===== src/rtl/core/assert_macros.svh =====
// assertion macros shared by the register file rtl
// no dependencies; compiled out when SYNTHESIS is defined
`ifndef ASSERT_MACROS_SVH
`define ASSERT_MACROS_SVH

`ifndef SYNTHESIS

// property must hold at every clock edge outside reset
`define ASSERT_SYNC(label, clk, rst, prop) \
   label: assert property (@(posedge clk) disable iff (rst) (prop)) \
      else $error("assertion failed");

// expression must never be true outside reset
`define ASSERT_NEVER(label, clk, rst, expr) \
   label: assert property (@(posedge clk) disable iff (rst) !(expr)) \
      else $error("forbidden condition seen");

`else

`define ASSERT_SYNC(label, clk, rst, prop)
`define ASSERT_NEVER(label, clk, rst, expr)

`endif

`endif


===== src/rtl/core/fmrf_pkg.sv =====
// shared types, register codes and fixed tables of the fm register file
// no dependencies
package fmrf_pkg;

   localparam int NUM_CHANNELS = 9;
   localparam int NUM_SLOTS    = 18;
   localparam int CHAN_AW      = $clog2(NUM_CHANNELS);
   localparam int PARAM_W      = 36;

   // register address decode
   localparam logic [5:0] ADDR_RHYTHM  = 6'h0E;
   localparam logic [1:0] GRP_FREQ_LO  = 2'd1;
   localparam logic [1:0] GRP_FREQ_HI  = 2'd2;
   localparam logic [1:0] GRP_INST_VOL = 2'd3;

   // offset added to a drum slot number to give its row of the fixed patch table
   localparam logic [5:0] DRUM_ROW_OFFSET = 6'd20;

   // one channel entry of the channel memory
   typedef struct packed {
      logic [3:0]  inst;
      logic [3:0]  vol;
      logic        sus;
      logic        key;
      logic [11:0] freq;
   } chan_type;

   // write lanes of a channel entry
   typedef struct packed {
      logic lo;
      logic hi;
      logic iv;
   } lane_type;

   // slot query travelling from the read stage to the level stage
   typedef struct packed {
      logic               valid;
      logic [4:0]         slot;
      logic               in_range;
      logic               chan_valid;
      logic [5:0]         rhythm;
      logic [PARAM_W-1:0] user;
   } query_type;

   function automatic logic [PARAM_W-1:0] patch_pack(
      input int am, input int pm, input int eg, input int kr, input int ml,
      input int kl, input int tl, input int wf, input int fb, input int ar,
      input int dr, input int sl, input int rr);
      return {am[0], pm[0], eg[0], kr[0], ml[3:0], kl[1:0], tl[5:0], wf[0],
              fb[2:0], ar[3:0], dr[3:0], sl[3:0], rr[3:0]};
   endfunction

   // fixed instrument and drum patches; rows below two are unused
   function automatic logic [PARAM_W-1:0] rom_patch(input logic [5:0] row);
      logic [PARAM_W-1:0] p;
      case (row)
         6'd2:  p = patch_pack(0,1,1,0,1,0,'h1e,0,7,15, 0, 0, 0);
         6'd3:  p = patch_pack(0,1,1,0,1,0,'h00,1,0, 7,15, 1, 7);
         6'd4:  p = patch_pack(0,0,0,1,3,0,'h17,1,6,15,15, 2, 3);
         6'd5:  p = patch_pack(0,1,0,0,1,0,'h00,0,0,15,15, 1, 3);
         6'd6:  p = patch_pack(0,0,1,0,3,2,'h1a,0,4,10, 3,15, 0);
         6'd7:  p = patch_pack(0,0,0,0,1,0,'h00,0,0,15, 4, 2, 3);
         6'd8:  p = patch_pack(0,0,0,1,1,0,'h0e,0,7,15,10, 7, 0);
         6'd9:  p = patch_pack(0,1,1,0,1,0,'h00,0,0, 6, 4, 1, 7);
         6'd10: p = patch_pack(0,0,1,0,2,0,'h1e,0,6,15, 0, 0, 0);
         6'd11: p = patch_pack(0,0,1,0,1,0,'h00,0,0, 7, 6, 2, 8);
         6'd12: p = patch_pack(0,0,1,0,1,0,'h16,0,5,15, 0, 0, 0);
         6'd13: p = patch_pack(0,0,1,0,2,0,'h00,0,0, 7, 1, 1, 8);
         6'd14: p = patch_pack(0,0,1,0,1,0,'h1d,0,7, 8, 2, 1, 0);
         6'd15: p = patch_pack(0,1,1,0,1,0,'h00,0,0, 8, 0, 0, 7);
         6'd16: p = patch_pack(0,0,1,0,3,0,'h2d,0,6, 9, 0, 0, 0);
         6'd17: p = patch_pack(0,0,1,0,1,0,'h00,1,0, 9, 0, 0, 7);
         6'd18: p = patch_pack(0,0,1,0,1,0,'h1b,0,6, 6, 4, 1, 0);
         6'd19: p = patch_pack(0,0,1,0,1,0,'h00,0,0, 6, 5, 1, 7);
         6'd20: p = patch_pack(0,0,1,0,1,0,'h0b,1,2, 8, 5, 7, 0);
         6'd21: p = patch_pack(0,0,1,0,1,0,'h00,1,0,10, 0, 0, 7);
         6'd22: p = patch_pack(0,0,1,0,3,2,'h02,0,0,15,15, 1, 0);
         6'd23: p = patch_pack(0,0,0,0,1,0,'h00,1,0,11, 0, 0, 4);
         6'd24: p = patch_pack(1,0,0,1,7,0,'h20,0,7,15,15, 2, 2);
         6'd25: p = patch_pack(1,1,0,0,1,0,'h00,0,0,15,15, 1, 2);
         6'd26: p = patch_pack(0,1,1,0,1,0,'h0c,0,5,13, 2, 4, 0);
         6'd27: p = patch_pack(0,0,0,0,0,0,'h00,0,0,15, 6, 4, 3);
         6'd28: p = patch_pack(0,0,0,0,1,1,'h16,0,3,15, 4, 0, 3);
         6'd29: p = patch_pack(0,0,0,0,1,0,'h00,0,0,15, 0, 0, 2);
         6'd30: p = patch_pack(0,0,1,0,1,2,'h09,0,3,15, 1,15, 0);
         6'd31: p = patch_pack(0,1,0,0,1,0,'h00,0,0,15, 4, 2, 3);
         6'd32: p = patch_pack(0,0,0,0,7,0,'h16,0,0,13,15,15,15);
         6'd33: p = patch_pack(0,0,1,0,1,0,'h00,0,0,15, 8,15, 8);
         6'd34: p = patch_pack(0,0,1,1,1,0,'h00,0,0,15, 7,15, 7);
         6'd35: p = patch_pack(0,0,1,1,2,0,'h00,0,0,15, 7,15, 7);
         6'd36: p = patch_pack(0,0,1,0,5,0,'h00,0,0,15, 8,15, 8);
         6'd37: p = patch_pack(0,0,0,0,1,0,'h00,0,0,13,12, 5, 5);
         default: p = '0;
      endcase
      return p;
   endfunction

   // key-scale base per top four frequency bits
   function automatic logic [5:0] ksl_base(input logic [3:0] idx);
      logic [5:0] v;
      case (idx)
         4'd0:  v = 6'h00;
         4'd1:  v = 6'h18;
         4'd2:  v = 6'h20;
         4'd3:  v = 6'h25;
         4'd4:  v = 6'h28;
         4'd5:  v = 6'h2b;
         4'd6:  v = 6'h2d;
         4'd7:  v = 6'h2f;
         4'd8:  v = 6'h30;
         4'd9:  v = 6'h32;
         4'd10: v = 6'h33;
         4'd11: v = 6'h34;
         4'd12: v = 6'h35;
         4'd13: v = 6'h36;
         4'd14: v = 6'h37;
         4'd15: v = 6'h38;
         default: v = 6'h00;
      endcase
      return v;
   endfunction

endpackage


===== src/rtl/core/fmrf_chan_ram.sv =====
// channel memory: nine entries with per-lane write enables, registered read
// depends on fmrf_pkg
module fmrf_chan_ram (
   input  logic                          clock,
   input  fmrf_pkg::lane_type            wr_lane,
   input  logic [fmrf_pkg::CHAN_AW-1:0]  wr_addr,
   input  fmrf_pkg::chan_type            wr_data,
   input  logic                          rd_en,
   input  logic [fmrf_pkg::CHAN_AW-1:0]  rd_addr,
   output fmrf_pkg::chan_type            rd_data
);

   fmrf_pkg::chan_type mem [fmrf_pkg::NUM_CHANNELS];
   fmrf_pkg::chan_type rd_data_ff;

   // lane writes
   always_ff @(posedge clock) begin
      if (wr_lane.lo) begin
         mem[wr_addr].freq[7:0] <= wr_data.freq[7:0];
      end
      if (wr_lane.hi) begin
         mem[wr_addr].freq[11:8] <= wr_data.freq[11:8];
         mem[wr_addr].key        <= wr_data.key;
         mem[wr_addr].sus        <= wr_data.sus;
      end
      if (wr_lane.iv) begin
         mem[wr_addr].inst <= wr_data.inst;
         mem[wr_addr].vol  <= wr_data.vol;
      end
   end

   // registered read port
   always_ff @(posedge clock) begin
      if (rd_en) begin
         rd_data_ff <= mem[rd_addr];
      end
   end

   assign rd_data = rd_data_ff;

endmodule


===== src/rtl/core/fmrf_level.sv =====
// level stage: patch selection, key-scale level, total level and result word
// depends on fmrf_pkg
module fmrf_level (
   input  logic                           clock,
   input  logic                           reset,
   input  fmrf_pkg::query_type            query,
   input  fmrf_pkg::chan_type             chan_raw,
   output logic                           rsp_valid,
   output logic [4:0]                     rsp_slot_echo,
   output logic [6:0]                     rsp_total_level,
   output logic [8:0]                     rsp_freq_number,
   output logic [2:0]                     rsp_octave_block,
   output logic                           rsp_key_on,
   output logic                           rsp_sustain_on,
   output logic [5:0]                     rsp_rhythm_control,
   output logic [fmrf_pkg::PARAM_W-1:0]   rsp_operator_params
);

   fmrf_pkg::chan_type            chan;
   logic                          drum;
   logic [fmrf_pkg::PARAM_W-1:0]  patch;
   logic [1:0]                    kl;
   logic [7:0]                    diff;
   logic [7:0]                    kll_raw;
   logic [7:0]                    kll;
   logic [6:0]                    base_level;
   logic [7:0]                    level_sum;
   logic [6:0]                    level_sat;

   logic                          valid_ff;
   logic [4:0]                    slot_ff;
   logic [6:0]                    level_ff;
   logic [8:0]                    fnum_ff;
   logic [2:0]                    block_ff;
   logic                          key_ff;
   logic                          sus_ff;
   logic [5:0]                    rhythm_ff;
   logic [fmrf_pkg::PARAM_W-1:0]  params_ff;

   // never-written entries read as zero
   assign chan = query.chan_valid ? chan_raw : '0;

   // patch selection
   always_comb begin
      drum = query.rhythm[5] && (query.slot >= 5'd12);
      if (drum) begin
         patch = fmrf_pkg::rom_patch({1'b0, query.slot} + fmrf_pkg::DRUM_ROW_OFFSET);
      end else if (chan.inst == 4'd0) begin
         patch = query.user;
      end else begin
         patch = fmrf_pkg::rom_patch({1'b0, chan.inst, query.slot[0]});
      end
   end

   // key-scale level
   always_comb begin
      kl      = patch[27:26];
      diff    = {2'b00, fmrf_pkg::ksl_base(chan.freq[8:5])} - {2'b00, ~chan.freq[11:9], 3'b000};
      kll_raw = {diff[6:0], 1'b0};
      kll     = '0;
      if (!diff[6]) begin
         case (kl)
            2'd1:    kll = kll_raw >> 2;
            2'd2:    kll = kll_raw >> 1;
            2'd3:    kll = kll_raw;
            default: kll = '0;
         endcase
      end
   end

   // total level, saturated
   always_comb begin
      if (query.rhythm[5] && (query.slot == 5'd14 || query.slot == 5'd16)) begin
         base_level = {chan.inst, 3'b000};
      end else if (!query.slot[0]) begin
         base_level = {patch[25:20], 1'b0};
      end else begin
         base_level = {chan.vol, 3'b000};
      end
      level_sum = {1'b0, base_level} + kll;
      level_sat = level_sum[7] ? 7'h7f : level_sum[6:0];
   end

   // result register
   always_ff @(posedge clock) begin
      if (reset) begin
         valid_ff <= 1'b0;
      end else begin
         valid_ff <= query.valid;
      end
   end

   always_ff @(posedge clock) begin
      if (query.valid) begin
         slot_ff <= query.slot;
         if (query.in_range) begin
            level_ff  <= level_sat;
            fnum_ff   <= chan.freq[8:0];
            block_ff  <= chan.freq[11:9];
            key_ff    <= chan.key;
            sus_ff    <= chan.sus;
            rhythm_ff <= query.rhythm;
            params_ff <= patch;
         end else begin
            level_ff  <= '0;
            fnum_ff   <= '0;
            block_ff  <= '0;
            key_ff    <= 1'b0;
            sus_ff    <= 1'b0;
            rhythm_ff <= '0;
            params_ff <= '0;
         end
      end
   end

   assign rsp_valid           = valid_ff;
   assign rsp_slot_echo       = slot_ff;
   assign rsp_total_level     = level_ff;
   assign rsp_freq_number     = fnum_ff;
   assign rsp_octave_block    = block_ff;
   assign rsp_key_on          = key_ff;
   assign rsp_sustain_on      = sus_ff;
   assign rsp_rhythm_control  = rhythm_ff;
   assign rsp_operator_params = params_ff;

endmodule


===== src/rtl/core/fm_synth_register_file_level.sv =====
// top level of the fm register file: bus decode, patch registers, channel memory
// depends on fmrf_pkg, fmrf_chan_ram, fmrf_level and assert_macros.svh
//
// Usage
//   One input word is taken on each clock edge where start is high and busy is
//   low; busy stays low, so a word may be offered every cycle.
//   req_func = 0 is a bus write: req_port 0 latches the register address from
//   req_bus_data, req_port 1 writes req_bus_data to the latched register. A bus
//   write gives no result and takes effect for any word that follows it.
//   req_func = 1 queries one slot. Its result passes the query register (with the
//   registered memory read) and the result register, then is on the rsp_ ports,
//   marked by rsp_valid for exactly one cycle. Throughput is one word per cycle:
//   the channel memory is read once per query and written at most once per bus
//   write, and the two never share a cycle. The receiver cannot stall; every
//   result must be taken as it appears.
//   Synchronous reset clears the address latch, rhythm register, user patch
//   bytes and the channel valid flags; a channel never written reads as zero.
//   Slots above 17 return the slot number with every other field zero.
`include "assert_macros.svh"

module fm_synth_register_file_level (
   input  logic                           clock,
   input  logic                           reset,
   input  logic                           start,
   output logic                           busy,
   input  logic                           req_func,
   input  logic                           req_port,
   input  logic [7:0]                     req_bus_data,
   input  logic [4:0]                     req_slot_number,
   output logic                           rsp_valid,
   output logic [4:0]                     rsp_slot_echo,
   output logic [6:0]                     rsp_total_level,
   output logic [8:0]                     rsp_freq_number,
   output logic [2:0]                     rsp_octave_block,
   output logic                           rsp_key_on,
   output logic                           rsp_sustain_on,
   output logic [5:0]                     rsp_rhythm_control,
   output logic [fmrf_pkg::PARAM_W-1:0]   rsp_operator_params
);

   logic                                accept;
   logic                                bus_write;
   logic                                data_write;
   logic                                query_accept;
   logic                                slot_in_range;
   logic [fmrf_pkg::CHAN_AW-1:0]        rd_addr;

   logic [5:0]                          addr_ff;
   logic [5:0]                          addr_in;
   logic [5:0]                          rhythm_ff;
   logic [5:0]                          rhythm_in;
   logic [7:0]                          user_ff [8];
   logic [fmrf_pkg::NUM_CHANNELS-1:0]   chan_valid_ff;
   logic [fmrf_pkg::NUM_CHANNELS-1:0]   chan_valid_in;
   fmrf_pkg::query_type                 query_ff;
   fmrf_pkg::query_type                 query_in;

   logic [1:0]                          grp;
   logic [3:0]                          low;
   logic [fmrf_pkg::CHAN_AW-1:0]        wr_chan;
   fmrf_pkg::lane_type                  lane_sel;
   fmrf_pkg::lane_type                  wr_lane;
   fmrf_pkg::chan_type                  wr_data;
   fmrf_pkg::chan_type                  rd_data;

   logic [7:0]                          user_c;
   logic [fmrf_pkg::PARAM_W-1:0]        user_patch;

   // no stall source: every offered word is taken
   assign busy         = 1'b0;
   assign accept       = start && !busy;
   assign bus_write    = accept && !req_func;
   assign data_write   = bus_write && req_port;
   assign query_accept = accept && req_func;

   // register address decode
   always_comb begin
      grp      = addr_ff[5:4];
      low      = addr_ff[3:0];
      wr_chan  = (low >= 4'd9) ? low - 4'd9 : low;
      lane_sel = '0;
      if (addr_ff[5:3] != 3'd0 && addr_ff != fmrf_pkg::ADDR_RHYTHM) begin
         case (grp)
            fmrf_pkg::GRP_FREQ_LO:  lane_sel.lo = 1'b1;
            fmrf_pkg::GRP_FREQ_HI:  lane_sel.hi = 1'b1;
            fmrf_pkg::GRP_INST_VOL: lane_sel.iv = 1'b1;
            default:                lane_sel    = '0;
         endcase
      end
   end

   // channel write word; a first write to an entry fills the other lanes with zero
   always_comb begin
      wr_data = '0;
      if (lane_sel.lo) begin
         wr_data.freq[7:0] = req_bus_data;
      end
      if (lane_sel.hi) begin
         wr_data.freq[11:8] = req_bus_data[3:0];
         wr_data.key        = req_bus_data[4];
         wr_data.sus        = req_bus_data[5];
      end
      if (lane_sel.iv) begin
         wr_data.inst = req_bus_data[7:4];
         wr_data.vol  = req_bus_data[3:0];
      end
      wr_lane = '0;
      if (data_write && lane_sel != '0) begin
         wr_lane = chan_valid_ff[wr_chan] ? lane_sel : '1;
      end
   end

   // address latch, rhythm register and channel valid flags
   always_comb begin
      addr_in       = addr_ff;
      rhythm_in     = rhythm_ff;
      chan_valid_in = chan_valid_ff;
      if (bus_write && !req_port) begin
         addr_in = req_bus_data[5:0];
      end
      if (data_write && addr_ff == fmrf_pkg::ADDR_RHYTHM) begin
         rhythm_in = req_bus_data[5:0];
      end
      if (wr_lane != '0) begin
         chan_valid_in[wr_chan] = 1'b1;
      end
   end

   always_ff @(posedge clock) begin
      if (reset) begin
         addr_ff       <= '0;
         rhythm_ff     <= '0;
         chan_valid_ff <= '0;
      end else begin
         addr_ff       <= addr_in;
         rhythm_ff     <= rhythm_in;
         chan_valid_ff <= chan_valid_in;
      end
   end

   // user patch bytes
   always_ff @(posedge clock) begin
      if (reset) begin
         for (int i = 0; i < 8; i++) begin
            user_ff[i] <= '0;
         end
      end else if (data_write && addr_ff[5:3] == 3'd0) begin
         user_ff[addr_ff[2:0]] <= req_bus_data;
      end
   end

   // user patch of the queried operator
   always_comb begin
      user_c = user_ff[{2'b00, req_slot_number[0]}];
      if (req_slot_number[0]) begin
         user_patch = {user_c, user_ff[3][7:6], 6'd0, user_ff[3][4], 3'd0,
                       user_ff[5], user_ff[7]};
      end else begin
         user_patch = {user_c, user_ff[2], user_ff[3][3:0], user_ff[4], user_ff[6]};
      end
   end

   // query read stage: channel memory read plus snapshot of the patch registers
   always_comb begin
      slot_in_range       = req_slot_number < 5'(fmrf_pkg::NUM_SLOTS);
      rd_addr             = slot_in_range ? req_slot_number[4:1] : '0;
      query_in.valid      = query_accept;
      query_in.slot       = req_slot_number;
      query_in.in_range   = slot_in_range;
      query_in.chan_valid = chan_valid_ff[rd_addr];
      query_in.rhythm     = rhythm_ff;
      query_in.user       = user_patch;
   end

   always_ff @(posedge clock) begin
      if (reset) begin
         query_ff <= '0;
      end else begin
         query_ff <= query_in;
      end
   end

   fmrf_chan_ram u_chan_ram (
      .clock   (clock),
      .wr_lane (wr_lane),
      .wr_addr (wr_chan),
      .wr_data (wr_data),
      .rd_en   (query_accept),
      .rd_addr (rd_addr),
      .rd_data (rd_data)
   );

   fmrf_level u_level (
      .clock               (clock),
      .reset               (reset),
      .query               (query_ff),
      .chan_raw            (rd_data),
      .rsp_valid           (rsp_valid),
      .rsp_slot_echo       (rsp_slot_echo),
      .rsp_total_level     (rsp_total_level),
      .rsp_freq_number     (rsp_freq_number),
      .rsp_octave_block    (rsp_octave_block),
      .rsp_key_on          (rsp_key_on),
      .rsp_sustain_on      (rsp_sustain_on),
      .rsp_rhythm_control  (rsp_rhythm_control),
      .rsp_operator_params (rsp_operator_params)
   );

   // every result comes from a query that passed the query register and the result register
   `ASSERT_SYNC(a_rsp_from_query, clock, reset, rsp_valid |-> $past(query_accept, 2))
   // result carries the slot of that query
   `ASSERT_SYNC(a_rsp_slot_echo, clock, reset,
                rsp_valid |-> rsp_slot_echo == $past(req_slot_number, 2))
   // an out-of-range slot gives an all-zero result body
   `ASSERT_NEVER(a_oor_zero, clock, reset, rsp_valid && rsp_slot_echo >= 5'd18 &&
                 (rsp_total_level != 7'd0 || rsp_operator_params != '0))
   // a channel write never targets an entry beyond the last channel
   `ASSERT_NEVER(a_wr_chan_range, clock, reset, wr_lane != '0 && wr_chan >= 4'd9)

endmodule


===== config.mk =====
export PLATFORM = sky130hd
export DESIGN_NAME = fm_synth_register_file_level
export DESIGN_NICKNAME = d
export VERILOG_FILES = /design/src/rtl/core/fmrf_pkg.sv /design/src/rtl/core/fmrf_chan_ram.sv /design/src/rtl/core/fmrf_level.sv /design/src/rtl/core/fm_synth_register_file_level.sv
export VERILOG_INCLUDE_DIRS = /design/src /design/src/rtl/core
export SDC_FILE = /design/constraint.sdc
export NUM_CORES = 1
export LEC_CHECK = 0
export ABC_AREA = 1
export BUFFER_PORTS_ARGS = -buffer_cell sky130_fd_sc_hd__buf_4
export CORE_AREA = 2 2 192 194
export DETAILED_ROUTE_END_ITERATION = 8
export DIE_AREA = 0 0 194 196
export GPL_TIMING_DRIVEN = 0
export PLACE_DENSITY = 0.8
export SYNTH_ARGS = -nofsm -noshare
export SYNTH_HDL_FRONTEND = slang
export SYNTH_SLANG_ARGS = --single-unit

===== constraint.sdc =====
create_clock -name clock -period 4.5 [get_ports clock]
set_clock_uncertainty 0.1 [all_clocks]
set_input_delay 0.45 -clock clock [delete_from_list [all_inputs] [get_ports clock]]
set_output_delay 0.45 -clock clock [all_outputs]
set_load 0.02 [all_outputs]

==> metrics.cfg <==
[cells_and_area]
fin_area_um2=22470
regArea_um2=12000
final_core_util=0.6228
layout.cells.non_filler=2624
antennaDiodeCount=0
area_growth_syn_to_layout_pct=14.67
finalNetCount=2187
n_fill_cell=2804
multi_input_area_um2=6726
layout_common_cells=nand2_1 (378), edfxtp_1 (351), nor2_1 (283)
drive_above_1_share=0.1396
final_common_cell=nand2_1

[placement]
preCtsSetupSlack_ns=-1.010
place_congestion=0.9916
numPortBuffers=85
dp_cells=2530
place_area_um2=20830
place_hpwl_mm=40.73

[flow_run]
drv_cap=0

[setup_path]
rr_worst_depth=21
startpoint_type=register
cp.required_ns=4.71
critical_path_class=register to register
startpoint=query_ff[46]
r2r_end=u_level.rsp_total_level[6]
cp-end-kind=register
worst-r2r-setup-slack_ns=0.17
regToRegStartpoint=query_ff[46]
path_max_fanout=11
arrival_ns=4.55

[power]
swShare=0.2560
power.switching_mw=2.209
power.internal_mw=6.421
vdd_drop_max_uv=277.0
p_leak_nw=8.770
seqPwrFrac=0.503
total_power_mw=8.630
pwr-share-clk=0.394
powerDensity_nw_per_um2=384.0
p_comb_frac=0.102

[worst_hold_path]
hold_class=input pin to register
hp-start=req_slot_number[1]
min_to=query_ff[45]
whs_path_depth=3

[grt]
antenna_found_initial=1
grt_max_degree=70
grt_pass1_vias=15015
grtUsageTotal=0.3017
overflow=0
grt_pass1_wl_mm=87.57

[synthesis]
synthTopCellsByArea=edfxtp_1 (54%), dfxtp_1 (7.4%), nand2_1 (7.3%)
synth_area_um2=19600
synth_seq_cells=423
synth_warnings=0
ys_seq_area_frac=0.6114
yosysTopAreaCell=edfxtp_1
synth_nets=2041
syn-mean-instance-area_um2=9.913
synthArstFlopShare=0
synth_top_area_share=0.5378
synth-edff-count=351
synthCells=1977
synthDistinctLibCells=50
synthFlopType=edfxtp_1

[route]
drc=0
postRouteAntennaNets=0
viasPerCell=6.046
vias=15865
wl_per_cell_um=22.19
wl_mm=58.23
first_iter_violations=2260
first_pass_iters=8

[clocking]
cts_max_path_buffers=3
cts_buffers=41
clock_latency_ns=0.56
cts.clk_slew.worst_paths_ns=0.07
htreeDepth=2
cts.sinks=423
cts_tree=built
clockRootBuffer=clkbuf_16

[timing]
finalCriticalPeriod_ns=4.333
maxSlewViolCount=0
worst_slew_pin_slew_ns=1.156
worst_slack_ns=0.1670
max_freq_mhz=230.8
hold_viol=0
relSlewSlack=0.2263
post-route-period-util=0.9629
setup_violations=0

[die]
die_area_um2=38020
core-area_um2=36080
start_util=0.5431
die_h_um=196
die_w_um=194
fp-row-count=70
pin_count=88

[status]
status=complete, no violations

[layer usage]
metal  GRT usage  up-vias  part of all wire
li1            -     7112                 -
met2      0.4709     1095              0.45
met5           0        -                 0
met3     0.07014      185              0.13
met1      0.4112     7473              0.38
met4      0.1209        0             0.039
[worst max-delay path by stage]
stage,endpoint,slack (ns),depth (start not counted)
finish,u_level.rsp_total_level[6],0.17,21
detailed placement,u_level.rsp_total_level[6],-1.01,24
global placement,u_level.rsp_total_level[6],-0.94,24
floorplan,u_level.rsp_total_level[6],0.46,28
global route,u_level.rsp_total_level[6],-0.01,28
CTS,u_level.rsp_total_level[6],0.01,29
[registers in the layout, indices dropped and copies added (netlist names)]
name                         flops
query_ff                        50
u_level.rsp_valid                1
chan_valid_ff                    9
u_level.rsp_key_on               1
user_ff                         63
u_level.rsp_freq_number          9
rhythm_ff                        6
u_chan_ram.mem                 198
u_level.rsp_slot_echo            5
u_level.rsp_operator_params     36
u_chan_ram.rd_data              22
addr_ff                          6
u_level.rsp_rhythm_control       6
u_level.rsp_sustain_on           1
u_level.rsp_total_level          7
u_level.rsp_octave_block         3
[worst max-delay path, cell delays in order, from the launching register on]
cell and delay [ns]:
dfxtp_4 0.43, ha_1 0.28, inv_1 0.18, nand2_1 0.08, nand2_1 0.22, buf_2 0.30
clkbuf_4 0.28, a21oi_1 0.13, a31oi_4 0.22, nor2_1 0.09, ha_1 0.24, fa_2 0.42
nand2_1 0.08, inv_1 0.05, o21ai_0 0.15, nand2_1 0.10, nand2_1 0.09, nand2_1 0.10
a21oi_4 0.22, inv_1 0.09, o21ai_1 0.16, inv_1 0.06
[layout make-up]
cell class,count,area share
clock inverters,27,0.01052
plain buffers,95,0.01982
flip-flops and latches,423,0.5339
repair buffers,103,0.03452
well taps,468,0.02606
inverters,160,0.02756
clock buffers,49,0.04833
multi-input cells,1299,0.2993
[synth_stat cells, types with 4 or more instances]
master,n
nor2_4,7
o31ai_1,6
o21ai_0,132
nand3_1,126
nand4_1,5
or2_2,49
nand2_1,379
dfxtp_1,72
edfxtp_1,351
buf_1,7
nand2_2,7
buf_4,4
o211ai_1,105
o22ai_1,6
nor2_1,283
inv_2,7
nor2_2,5
clkbuf_1,62
ha_1,44
a31oi_1,18
o21bai_1,4
o21ai_1,9
buf_2,17
nor3_1,12
clkinv_1,7
inv_1,146
a21oi_1,71
[timing repair]
| item | CTS | global route |
|---|---|---|
| hold endpoints to repair | 1 | 0 |
| resized for setup | 25 | 27 |
| pin swaps | 2 | 4 |
| hold buffers | 1 | 0 |
| gates cloned | 0 | 0 |
| buffers inserted | 6 | 11 |
| endpoints found under the setup margin | 7 | 7 |
[power by group through the flow]
| stage | clock, mW | sequential [mW] | combinational [mW] |
|---|---|---|---|
| after floorplan | 0 | 4.43 | 0.502 |
| after detailed placement | 0 | 4.43 | 0.813 |
| after global routing | 3.57 | 4.35 | 0.944 |
| after CTS | 3.42 | 4.35 | 0.833 |
| after global placement | 0 | 4.43 | 0.806 |
| final | 3.40 | 4.34 | 0.884 |
[metrics by stage]
| step | TNS (ns) | hold WS (ns) |
|---|---|---|
| after floorplan | 0 | 0.3101 |
| after global placement | -5.992 | 0.3168 |
| after detailed placement | -6.371 | 0.3220 |
| after CTS | 0 | 0.01441 |
| after global routing | -0.01348 | 0.02389 |
| final | 0 | 0.03031 |
[cell families after synthesis]
logic type                 after synthesis  share of synthesized area
and+or+nand+nor                        884                     0.1927
DFF                                    423                     0.6114
AOI/OAI and AO/OA                      366                     0.1131
buffers and inverters                  255                    0.05165
adders and majority gates               46                    0.03013
xor gates and xnor gates                 2                  0.0008940
other                                    1                  0.0001914
No activity file was read; power rests on OpenSTA's default activity.
